===== config.mk =====
export PLATFORM = sky130hd
export DESIGN_NAME = text_console_cursor_writer
export DESIGN_NICKNAME = d
export VERILOG_FILES = /design/src/rtl/tcw_pkg.sv /design/src/rtl/tcw_step.sv /design/src/rtl/text_console_cursor_writer.sv
export SDC_FILE = /design/constraint.sdc
export NUM_CORES = 1
export LEC_CHECK = 0
export BUFFER_PORTS_ARGS = -buffer_cell sky130_fd_sc_hd__buf_2
export CAP_MARGIN = 0
export CORE_MARGIN = 2
export CORE_UTILIZATION = 40
export DETAILED_ROUTE_END_ITERATION = 8
export GPL_TIMING_DRIVEN = 1
export HOLD_SLACK_MARGIN = 0.15
export PLACE_DENSITY = 0.68
export SYNTH_ARGS = -nofsm -noshare
export SYNTH_HDL_FRONTEND = slang
export SYNTH_SLANG_ARGS = --single-unit

===== constraint.sdc =====
create_clock -name clk -period 6.5 [get_ports clk]
set_input_delay 0.65 -clock clk [delete_from_list [all_inputs] [get_ports clk]]
set_output_delay 0.65 -clock clk [all_outputs]
set_load 0.01 [all_outputs]

===== src/rtl/tcw_pkg.sv =====
// Shared constants, types and helpers for the text console cursor writer.
package tcw_pkg;

    localparam int COLUMNS  = 80;
    localparam int ROWS     = 25;
    localparam int COL_W    = (COLUMNS > 1) ? $clog2(COLUMNS) : 1;
    localparam int ROW_W    = $clog2(ROWS);
    localparam int IDX_W    = 11;
    localparam int CHAR_W   = 8;
    localparam int COLOR_W  = 8;
    localparam int DATA_W   = CHAR_W + COLOR_W;
    localparam int ACTION_W = 3;

    localparam logic [CHAR_W-1:0]  CH_NEWLINE   = 8'd10;
    localparam logic [CHAR_W-1:0]  CH_BACKSPACE = 8'd8;
    localparam logic [CHAR_W-1:0]  CH_BLANK     = 8'd32;
    localparam logic [COLOR_W-1:0] COLOR_RESET  = 8'd11;

    localparam logic [ROW_W-1:0] ROW_FIRST = ROW_W'(1);
    localparam logic [ROW_W-1:0] ROW_LAST  = ROW_W'(ROWS - 1);
    localparam logic [COL_W-1:0] COL_LAST  = COL_W'(COLUMNS - 1);

    typedef enum logic [ACTION_W-1:0] {
        ACT_PUT   = 3'd0,
        ACT_LEFT  = 3'd1,
        ACT_RIGHT = 3'd2,
        ACT_UP    = 3'd3,
        ACT_DOWN  = 3'd4
    } action_t;

    typedef struct packed {
        logic               we;
        logic [IDX_W-1:0]   addr;
        logic [DATA_W-1:0]  data;
        logic [ROW_W-1:0]   row;
        logic [COL_W-1:0]   col;
    } step_t;

    function automatic logic [IDX_W-1:0] cell_index(
        input logic [ROW_W-1:0] r,
        input logic [COL_W-1:0] c
    );
        logic [31:0] full;
        full = 32'(r) * 32'(COLUMNS) + 32'(c);
        return full[IDX_W-1:0];
    endfunction

endpackage


===== src/rtl/tcw_step.sv =====
// Next cursor and cell write for one command, given the current cursor.
module tcw_step (
    input  logic [tcw_pkg::ACTION_W-1:0] action,
    input  logic [tcw_pkg::CHAR_W-1:0]   char_code,
    input  logic [tcw_pkg::ROW_W-1:0]    row,
    input  logic [tcw_pkg::COL_W-1:0]    col,
    input  logic [tcw_pkg::COLOR_W-1:0]  color,
    output tcw_pkg::step_t               step
);
    import tcw_pkg::*;

    function automatic logic [ROW_W-1:0] next_row_wrapped(input logic [ROW_W-1:0] r);
        logic [ROW_W:0] inc;
        inc = {1'b0, r} + (ROW_W+1)'(1);
        return (inc >= (ROW_W+1)'(ROWS)) ? ROW_FIRST : inc[ROW_W-1:0];
    endfunction

    logic [ROW_W-1:0] put_row;
    logic [COL_W-1:0] put_col;
    logic [COL_W:0]   col_inc;

    // Banner line is reserved: a put on row 0 starts from row 1, column 0
    assign put_row = (row == '0) ? ROW_FIRST : row;
    assign put_col = (row == '0) ? '0 : col;
    assign col_inc = {1'b0, put_col} + (COL_W+1)'(1);

    always_comb
    begin
        step.we   = 1'b0;
        step.addr = '0;
        step.data = '0;
        step.row  = row;
        step.col  = col;
        case (action_t'(action))
            ACT_PUT:
            begin
                step.row = put_row;
                step.col = put_col;
                if (char_code == CH_NEWLINE)
                begin
                    step.col = '0;
                    step.row = next_row_wrapped(put_row);
                end
                else if (char_code == CH_BACKSPACE)
                begin
                    if (put_col != '0)
                    begin
                        step.col = put_col - COL_W'(1);
                        step.we  = 1'b1;
                    end
                    else if (put_row > ROW_FIRST)
                    begin
                        step.row = put_row - ROW_W'(1);
                        step.col = COL_LAST;
                        step.we  = 1'b1;
                    end
                    if (step.we)
                    begin
                        step.addr = cell_index(step.row, step.col);
                        step.data = {color, CH_BLANK};
                    end
                end
                else
                begin
                    step.we   = 1'b1;
                    step.addr = cell_index(put_row, put_col);
                    step.data = {color, char_code};
                    // Wrap to the next line at the end of a row
                    if (col_inc >= (COL_W+1)'(COLUMNS))
                    begin
                        step.col = '0;
                        step.row = next_row_wrapped(put_row);
                    end
                    else
                    begin
                        step.col = col_inc[COL_W-1:0];
                    end
                end
            end
            ACT_LEFT:
            begin
                if (col != '0)
                begin
                    step.col = col - COL_W'(1);
                end
                else if (row > ROW_FIRST)
                begin
                    step.row = row - ROW_W'(1);
                    step.col = COL_LAST;
                end
            end
            ACT_RIGHT:
            begin
                if (col < COL_LAST)
                begin
                    step.col = col + COL_W'(1);
                end
                else if (row < ROW_LAST)
                begin
                    step.row = row + ROW_W'(1);
                    step.col = '0;
                end
            end
            ACT_UP:
            begin
                if (row > ROW_FIRST)
                begin
                    step.row = row - ROW_W'(1);
                end
            end
            ACT_DOWN:
            begin
                if (row < ROW_LAST)
                begin
                    step.row = row + ROW_W'(1);
                end
            end
            default:
            begin
                step.we = 1'b0;
            end
        endcase
    end

endmodule


===== src/rtl/text_console_cursor_writer.sv =====
// Text console cursor writer: input register, command step, result register.
// An accepted item loads the input register; its result loads the result register when stage 1 fires.
// Throughput: one item per cycle while out_stall is low; the cursor register is updated by the step
// logic in the same cycle as the result register loads.
// Reset clears the cursor to row 0, column 0, empties both stages and sets
// the attribute byte to 11.
module text_console_cursor_writer (
    input  logic                          clk,
    input  logic                          rst_n,
    input  logic                          text_color_we,
    input  logic [tcw_pkg::COLOR_W-1:0]   text_color_data,
    input  logic                          in_valid,
    output logic                          in_stall,
    input  logic [tcw_pkg::ACTION_W-1:0]  action,
    input  logic [tcw_pkg::CHAR_W-1:0]    char_code,
    output logic                          out_valid,
    input  logic                          out_stall,
    output logic                          write_enable,
    output logic [tcw_pkg::IDX_W-1:0]     write_address,
    output logic [tcw_pkg::DATA_W-1:0]    write_data,
    output logic [tcw_pkg::IDX_W-1:0]     cursor_position
);
    import tcw_pkg::*;

    logic                s1_valid_reg, s1_valid_next;
    logic [ACTION_W-1:0] s1_action_reg;
    logic [CHAR_W-1:0]   s1_char_reg;
    logic [ROW_W-1:0]    row_reg;
    logic [COL_W-1:0]    col_reg;
    logic [COLOR_W-1:0]  color_reg;
    logic                out_valid_reg, out_valid_next;
    logic                out_we_reg;
    logic [IDX_W-1:0]    out_addr_reg;
    logic [DATA_W-1:0]   out_data_reg;
    logic [IDX_W-1:0]    out_pos_reg;

    logic   accept;
    logic   s1_adv;
    logic   fire;
    step_t  step;

    // Stage 1 moves on whenever the result register is free or being emptied
    assign s1_adv   = !out_valid_reg || !out_stall;
    assign fire     = s1_valid_reg && s1_adv;
    assign in_stall = s1_valid_reg && !s1_adv;
    assign accept   = in_valid && !in_stall;

    assign s1_valid_next  = accept || (s1_valid_reg && !s1_adv);
    assign out_valid_next = fire || (out_valid_reg && out_stall);

    tcw_step u_step (
        .action    (s1_action_reg),
        .char_code (s1_char_reg),
        .row       (row_reg),
        .col       (col_reg),
        .color     (color_reg),
        .step      (step)
    );

    always_ff @(posedge clk or negedge rst_n)
    begin
        if (!rst_n)
        begin
            s1_valid_reg  <= 1'b0;
            out_valid_reg <= 1'b0;
            row_reg       <= '0;
            col_reg       <= '0;
            color_reg     <= COLOR_RESET;
        end
        else
        begin
            s1_valid_reg  <= s1_valid_next;
            out_valid_reg <= out_valid_next;
            if (fire)
            begin
                row_reg <= step.row;
                col_reg <= step.col;
            end
            if (text_color_we)
            begin
                color_reg <= text_color_data;
            end
        end
    end

    always_ff @(posedge clk)
    begin
        if (accept)
        begin
            s1_action_reg <= action;
            s1_char_reg   <= char_code;
        end
        if (fire)
        begin
            out_we_reg   <= step.we;
            out_addr_reg <= step.addr;
            out_data_reg <= step.data;
            out_pos_reg  <= cell_index(step.row, step.col);
        end
    end

    assign out_valid       = out_valid_reg;
    assign write_enable    = out_we_reg;
    assign write_address   = out_addr_reg;
    assign write_data      = out_data_reg;
    assign cursor_position = out_pos_reg;

    a_cursor_in_range: assert property (@(posedge clk) disable iff (!rst_n)
        (row_reg < ROW_W'(ROWS - 1) || row_reg == ROW_LAST) && col_reg <= COL_LAST)
        else $error("cursor left the screen");

    a_no_write_zero: assert property (@(posedge clk) disable iff (!rst_n)
        out_valid_reg && !out_we_reg |-> out_addr_reg == '0 && out_data_reg == '0)
        else $error("result without write carries address or data");

    a_pos_tracks_cursor: assert property (@(posedge clk) disable iff (!rst_n)
        out_valid_reg |-> out_pos_reg == cell_index(row_reg, col_reg))
        else $error("reported position differs from cursor register");

endmodule

# Word-level counts from Yosys, hierarchy flattened
# Cells that the tools add are included.
dict set report op_classes {
  add_sub_neg 11
  multipliers 3
  order_cmp 6
  n_eq_ne 6
  n_mux 32
  bitwise 1
  reduce_logical 16
}
# operator count
set op_table {}
lappend op_table {{7-bit two-way mux} 8}
lappend op_table {{5-bit two-way mux} 11}
lappend op_table {{12-bit two-way mux} 4}
lappend op_table {{40-bit two-way mux} 1}
lappend op_table {{11-bit by 7-bit adder with 11-bit output} 3}
lappend op_table {{27-bit two-way mux} 1}
lappend op_table {{5-bit one-hot mux with 5 select lines} 1}
lappend op_table {{5-bit by 3-bit multiplier with 7-bit output, second input constant} 3}
lappend op_table {{7-bit one-hot mux with 3 select lines} 1}
lappend op_table {{8-bit by 4-bit equality test with 1-bit output, second input constant} 2}
lappend op_table {{7-bit nonzero test} 2}
lappend op_table {{7-bit by 1-bit subtractor with 7-bit output, second input constant} 2}
lappend op_table {{5-bit by 1-bit greater-than comparator with 1-bit output, second input constant} 2}
lappend op_table {{5-bit by 1-bit subtractor with 5-bit output, second input constant} 2}
lappend op_table {{7-bit by 1-bit adder with 8-bit output, second input constant} 1}
lappend op_table {{8-bit by 7-bit >= comparator with 1-bit output, second input constant} 1}
lappend op_table {{7-bit by 1-bit adder with 7-bit output, second input constant} 1}
lappend op_table {{7-bit < comparator, second input constant} 1}
lappend op_table {{5-bit by 1-bit adder with 6-bit output, second input constant} 1}
lappend op_table {{3-bit by 2-bit equality test with 1-bit output, second input constant} 2}
lappend op_table {{6-bit by 5-bit >= comparator with 1-bit output, second input constant} 1}
lappend op_table {{5-bit by 1-bit adder with 5-bit output, second input constant} 1}
lappend op_table {{5-bit zero test} 1}
lappend op_table {{5-bit < comparator, second input constant} 1}
lappend op_table {{9 further kinds} 21}
dict set report totals {
  register_bits 72
  wordCells 86
}

# Depth between registers and ports, before layout
# Gate-level depths: netlist (run 1).
dict set report depth {
  word_depth 16
  ltp_mapped 25
  mapped_depth_nobuf 22
}

# By module
# Synthesis (run 1) repeated with hierarchy kept, for this count alone.
dict set report hier_totals {
  cells_unflattened 587
  hier_area_um2 5539.1
}
# mod instances cells_per_inst area_per_inst_um2 seq_area_each_um2
set by_module_without_submodules {}
lappend by_module_without_submodules {tcw_step 1 460 2941.6 0.0}
lappend by_module_without_submodules {text_console_cursor_writer 1 127 2597.5 2055.7}

# Least setup slack after synthesis (run 1)
# OpenSTA, ideal clock, no wires.
dict set report synth_path {
  path_kind {reg2reg}
  from {reg row_reg[0]}
  to {reg out_pos_reg[10], in the netlist cursor_position[10], data pin}
  setup_ps 259
  t_arrival_ps 4962
  required_time_ps 6241
  setup_slack_ps 1279
  path_stages_with_launch 25
  n_path_buf 3
  cell_sequence {dfrtp_1 > clkbuf_1 > inv_1 > ha_1 > nor4b_2 > clkbuf_1 > nor2_1 > inv_1 > ha_1 > o21ai_0 > and3_1 > buf_6 > o22ai_1 > a22o_1 > a211oi_2 > o21ai_1 > ha_1 > ha_1 > inv_1 > fa_1 > or2_2 > nor3_1 > a21oi_1 > o211ai_1 > xnor2_1}
}
# element line_no
set synth_lines {}
lappend synth_lines {{start, declared} text_console_cursor_writer.sv:28} ;# logic [ROW_W-1:0] row_reg;
lappend synth_lines {{start signal, assigned} text_console_cursor_writer.sv:76} ;# row_reg <= step.row;
lappend synth_lines {{end signal, assigned} text_console_cursor_writer.sv:98} ;# out_pos_reg <= cell_index(step.row, step.col);
lappend synth_lines {{end, declared} text_console_cursor_writer.sv:35} ;# logic [IDX_W-1:0] out_pos_reg;

==> impl_metrics.py, run 1 <==
metrics = {
    "cts": {
        "cts_resized": 0,
        "htree_levels": 3,
        "numCtsBuffers": 9,
        "insertion_delay_ns": 0.35,
        "clk_pin_slew_worst_paths_ns": 0.07,
        "postCtsSetupRepairBufs": 0,
        "cts_hold_buf": 0,
        "cts_tree": "built",
        "cts_max_path_buffers": 2,
        "ctsRootBufferMaster": "clkbuf_16",
        "cts.sinks": 72,
    },
    "power_and_ir_drop": {
        "p_comb_frac": 0.578,
        "vdd_ir_drop_max_mv": 0.172,
        "p_per_area_mw_per_mm2": 435,
        "p_leak_nw": 2.65,
        "p_sw_mw": 1.25,
        "p_int_mw": 1.51,
        "power_frac_clock": 0.177,
        "seq_power_share": 0.245,
        "swShare": 0.452,
    },
    "global_route": {
        "grt_usage": 0.220,
        "grt_max_degree": 33,
        "grt_pass1_wl_mm": 25.3,
        "antenna_found_initial": 0,
        "grt_overflow": 0,
        "grt_pass1_vias": 4684,
    },
    "synth": {
        "synth_top_area_share": 0.270,
        "synth_edf_count": 50,
        "ys_async_sr_fraction": 0.306,
        "yosys_most_used_dff": "edfxtp_1",
        "synth_top_area_cell": "edfxtp_1",
        "synthDistinctLibCells": 79,
        "ys_warn_count": 0,
        "syn_area_per_cell_um2": 9.16,
        "synth_seq_cells": 72,
        "syn_area_mm2": 0.00557,
        "synth-seq-area-share": 0.369,
        "ys_top_cells_by_area": "edfxtp_1 (27%), dfrtp_1 (8.5%), ha_1 (7.6%)",
        "synthesis.nets": 672,
        "postSynthCellCount": 608,
    },
    "finish": {
        "largest_register_ffs": 16,
        "nNetsFinal": 723,
        "final_common_cell": "nand2_1",
        "final_util": 0.461,
        "insertedDiodeCount": 0,
        "drive_above_1_share": 0.190,
        "fillers": 1340,
        "finalNonFillerCells": 844,
        "area_growth_pct": 13.7,
        "layout_common_cells": "nand2_1 (75), buf_2 (64), edfxtp_1 (50)",
    },
    "die": {
        "start_util": 0.406,
        "dieWidth_um": 122,
        "ios": 65,
        "core-area_mm2": 0.0137,
        "rows": 43,
        "die_h_um": 122,
        "die-area_mm2": 0.0149,
    },
    "critical_path": {
        "regToRegSetupSlack_ns": 0.60,
        "crit_end": "cursor_position[10]",
        "critical_path_class": "flip-flop to flip-flop",
        "cp-start-kind": "flip-flop",
        "cp-startpoint": "row_reg[0]",
        "critPathMaxFanout": 14,
        "r2r_cells": 22,
        "crit_path_end_kind": "flip-flop",
        "r2r_start": "row_reg[0]",
        "cp.required_ns": 6.60,
        "cp.arrival_ns": 6.00,
        "r2r-end": "cursor_position[10]",
    },
    "sta": {
        "worstMarginPinSlew_ns": 0.828,
        "period_needed_ns": 5.90,
        "setup_tns_ns": 0,
        "rsz0062_at_grt": "no",
        "fmax_ghz": 0.170,
        "relSlewSlack": 0.448,
        "fin_skew_ns": 0.00896,
        "slew_viol_final": 0,
        "final_hold_viol_count": 0,
        "layout_worst_path_cycle_share": 0.908,
        "finalSetupViolCount": 0,
    },
    "job": {
        "maxCapViolations": 0,
    },
    "drt": {
        "post_drt_wl_per_cell_um": 18.9,
        "drtIter0Drc": 515,
        "vias_per_cell": 5.94,
        "firstDrtPassIters": 5,
        "drt_drc_violations_left": 0,
        "drtAntennaViolNets": 0,
        "vias": 5015,
        "wl_mm": 16.0,
    },
    "placed_design": {
        "port_buffers": 64,
        "dp_cells": 828,
        "hpwl_mm": 11.9,
        "gp_congestion": 0.946,
    },
    "outcome": {
        "status": "finished, final reports clean",
    },
    "hold_path": {
        "hold_class": "primary input to asynchronous set/reset pin",
    },
}
## layer usage
metal / up-vias / global-route usage / wire [um]
met5: - / 0 / 0
met4: 0 / 0.0783 / 478
met3: 35 / 0.0365 / 1050
met2: 207 / 0.348 / 7410
met1: 2429 / 0.304 / 7020
li1: 2344 / - / -
## stage by stage
step	power, mW	area [um^2]	hold slack (ns)	setup WS (ns)
final	2.76	6330	0.285	0.600
after global routing	2.98	6330	0.330	0.131
after CTS	2.74	6330	0.301	0.620
after detailed placement	2.24	6040	0.491	0.675
after global placement	2.21	6040	0.484	0.879
after floorplan	1.86	5570	0.354	1.28
## final cells by class
cell class,instances,area (um^2),share of cell area
Timing Repair Buffer,75,403,0.0636
Inverter,26,97.6,0.0154
Clock buffer,9,225,0.0356
Clock inverter,7,62.6,0.00988
Tap cell,180,225,0.0356
Sequential cell,72,2060,0.325
Multi-Input combinational cell,475,3260,0.515
## critical path, cell delays in order (launching register included)
cell      delay (ns)
dfrtp_1         0.53
inv_1           0.15
ha_1            0.30
or4b_1          0.67
nand2_1         0.18
inv_1           0.09
ha_1            0.25
nand3_1         0.16
o311ai_0        0.21
nor3_1          0.31
o22ai_1         0.14
a22o_1          0.27
a211oi_2        0.26
o21ai_1         0.20
ha_1            0.34
ha_1            0.22
inv_1           0.07
fa_1            0.46
or2_2           0.33
nor3_1          0.15
a21oi_1         0.06
o211ai_1        0.19
xnor2_1         0.08
## worst min-delay path by stage
stage                     cells past startpoint  slack, ns      endpoint
final                                         1       0.28  color_reg[2]
after global routing                          1       0.33  color_reg[7]
after floorplan                               0       0.35    col_reg[0]
after CTS                                     1       0.30  color_reg[2]
after detailed placement                      1       0.49  color_reg[6]
after global placement                        1       0.48  color_reg[4]
## synthesized netlist by cell type, types with 9 or more instances
| master | count |
|---|---|
| edfxtp_1 | 50 |
| and2_1 | 24 |
| o22ai_1 | 12 |
| o21ai_0 | 33 |
| nor3_1 | 12 |
| ha_1 | 34 |
| inv_1 | 25 |
| a21o_1 | 15 |
| nand2_1 | 75 |
| nand3_1 | 18 |
| xor2_1 | 10 |
| mux2_2 | 9 |
| a21oi_1 | 31 |
| xnor2_1 | 18 |
| nor2_1 | 42 |
| dfrtp_1 | 19 |
| clkbuf_1 | 25 |
## kinds of logic after synthesis
family / share of synthesized area
fa+ha+maj: 0.0980
buf+inv: 0.0450
simple gates: 0.213
mux: 0.0290
flops: 0.369
compound gates: 0.201
xor+xnor: 0.0441
## power groups by stage
stage          clock [mW]  sequential (mW)  combinational, mW
2_1_floorplan           0            0.666               1.20
3_3_place_gp            0            0.678               1.53
3_5_place_dp            0            0.684               1.56
4_1_cts             0.496            0.675               1.57
5_1_grt             0.515            0.688               1.77
6_report            0.487            0.676               1.59
Power figures use the tool's default switching activity.
==> inputs of run 2 (changes only) <==
--- a/config.mk
+++ b/config.mk
@@ -13,6 +13,7 @@
 export GPL_TIMING_DRIVEN = 1
 export HOLD_SLACK_MARGIN = 0.15
 export PLACE_DENSITY = 0.68
+export REMOVE_ABC_BUFFERS = 1
 export SYNTH_ARGS = -nofsm -noshare
 export SYNTH_HDL_FRONTEND = slang
 export SYNTH_SLANG_ARGS = --single-unit
==> run 2 against run 1 <==
Compared with the run above: flip-flop and latch count stayed put; via count is 2.9% lower; sequential power is 2% higher; largest power group unchanged.
==> impl_metrics.py, run 2 (synthesized netlist as in run 1, its figures left out) <==
metrics = {
    "outcome": {
        "status": "finished, final reports clean",
    },
    "die": {
        "rows": 43,
        "die-area_mm2": 0.0149,
        "die_h_um": 122,
        "core-area_mm2": 0.0137,
        "ios": 65,
        "start_util": 0.406,
        "dieWidth_um": 122,
    },
    "cts": {
        "htree_levels": 3,
        "cts.sinks": 72,
        "cts_tree": "built",
        "numCtsBuffers": 9,
        "ctsRootBufferMaster": "clkbuf_16",
        "clk_pin_slew_worst_paths_ns": 0.06,
        "cts_hold_buf": 0,
        "insertion_delay_ns": 0.34,
        "cts_max_path_buffers": 2,
        "postCtsSetupRepairBufs": 0,
        "cts_resized": 0,
    },
    "drt": {
        "vias": 4870,
        "firstDrtPassIters": 5,
        "post_drt_wl_per_cell_um": 18.5,
        "drtIter0Drc": 443,
        "wl_mm": 15.6,
        "drt_drc_violations_left": 0,
        "vias_per_cell": 5.78,
        "drtAntennaViolNets": 0,
    },
    "hold_path": {
        "hold_class": "primary input to asynchronous set/reset pin",
    },
    "finish": {
        "largest_register_ffs": 16,
        "area_growth_pct": 13.2,
        "insertedDiodeCount": 0,
        "layout_common_cells": "nand2_1 (75), buf_2 (64), edfxtp_1 (50)",
        "nNetsFinal": 721,
        "drive_above_1_share": 0.187,
        "final_common_cell": "nand2_1",
        "fillers": 1328,
    },
    "sta": {
        "layout_worst_path_cycle_share": 0.923,
        "fin_skew_ns": 0.00749,
        "rsz0062_at_grt": "no",
        "final_hold_viol_count": 0,
        "period_needed_ns": 6.00,
        "relSlewSlack": 0.349,
        "fmax_ghz": 0.167,
        "worstMarginPinSlew_ns": 0.976,
        "slew_viol_final": 0,
        "finalSetupViolCount": 0,
        "setup_tns_ns": 0,
    },
    "power_and_ir_drop": {
        "vdd_ir_drop_max_mv": 0.173,
        "p_leak_nw": 2.62,
        "finalPower_mw": 2.71,
        "p_per_area_mw_per_mm2": 430,
    },
    "critical_path": {
        "max_stage_delay_ns": 0.73,
        "critPathMaxFanout": 14,
        "crit_top_cell": "ha_1",
        "cp.arrival_ns": 6.09,
        "cp_cell_sequence": "inv_1 -> ha_1 -> or4b_1 -> nand2_1 -> inv_1 -> ha_1 -> nand3_1 -> o311ai_0 -> nor3_1 -> buf_4 -> o22ai_1 -> a2bb2oi_1 -> nand3_1 -> o211a_1 -> ha_1 -> ha_1 -> inv_1 -> fa_1 -> or2_2 -> nor3_1 -> a21oi_1 -> o211ai_1 -> xnor2_1",
        "crit_path_end_kind": "flip-flop",
        "cp.required_ns": 6.60,
        "crit_family": "compound AO/OA/AOI/OAI gates",
        "cpMaxStageDelayCell": "o311ai_0",
        "cp-start-kind": "flip-flop",
        "crit_buf_inv": 4,
        "critical_path_class": "flip-flop to flip-flop",
    },
    "global_route": {
        "grt_usage": 0.217,
        "grt_pass1_wl_mm": 24.8,
        "grt_max_degree": 45,
        "grt_pass1_vias": 4766,
        "grt_overflow": 0,
        "antenna_found_initial": 0,
    },
    "placed_design": {
        "hpwl_mm": 11.3,
        "gp_congestion": 0.955,
        "port_buffers": 64,
    },
    "job": {
        "maxCapViolations": 0,
    },
}
[run 2: final timing paths]
kind / from / end / slack [ns] / cells past startpoint
worst max-delay path: row_reg[0] / cursor_position[10] / 0.50 / 23
worst min-delay path: rst_n / color_reg[7] / 0.29 / 1
worst max register to register: row_reg[0] / cursor_position[10] / 0.50 / 23
worst min register to register: color_reg[5] / color_reg[5] / 0.51 / 1
max in group asynchronous: rst_n / row_reg[2] / 5.83 / 1
min in group clk: char_code[2] / s1_char_reg[2] / 0.48 / 1
[run 2: power by group]
group          switching (mW)  leakage [nW]  internal (mW)  total [mW]
Combinational           0.921          1.74          0.639        1.56
Sequential             0.0909         0.757          0.597       0.688
Clock                   0.202         0.125          0.260       0.461
[run 2: final cells by class]
cell class	instances	area (um^2)	area share
multi-input cells	475	3260	0.517
flip-flops and latches	72	2060	0.326
repair buffers	73	388	0.0616
clock buffers	10	229	0.0363
well taps	180	225	0.0357
inverters	26	97.6	0.0155
clock inverters	6	45.0	0.00715
[run 2: per-layer routing]
layer,up-vias,track usage,part of all wire
li1,2325,-,-
met1,2343,0.296,0.46
met2,166,0.337,0.46
met3,36,0.0370,0.049
met4,0,0.0984,0.031
met5,-,0,0
[run 2: metrics by stage]
stage	util	setup WS, ns	instances	hold slack (ns)	instance area (um^2)
after CTS	0.459	0.638	842	0.301	6300
after global routing	0.459	0.0936	842	0.322	6300
final	0.459	0.501	842	0.292	6300
after global placement	0.439	0.888	826	0.484	6030
after floorplan	-	0.832	573	0.354	5410
after detailed placement	0.439	0.670	826	0.502	6030
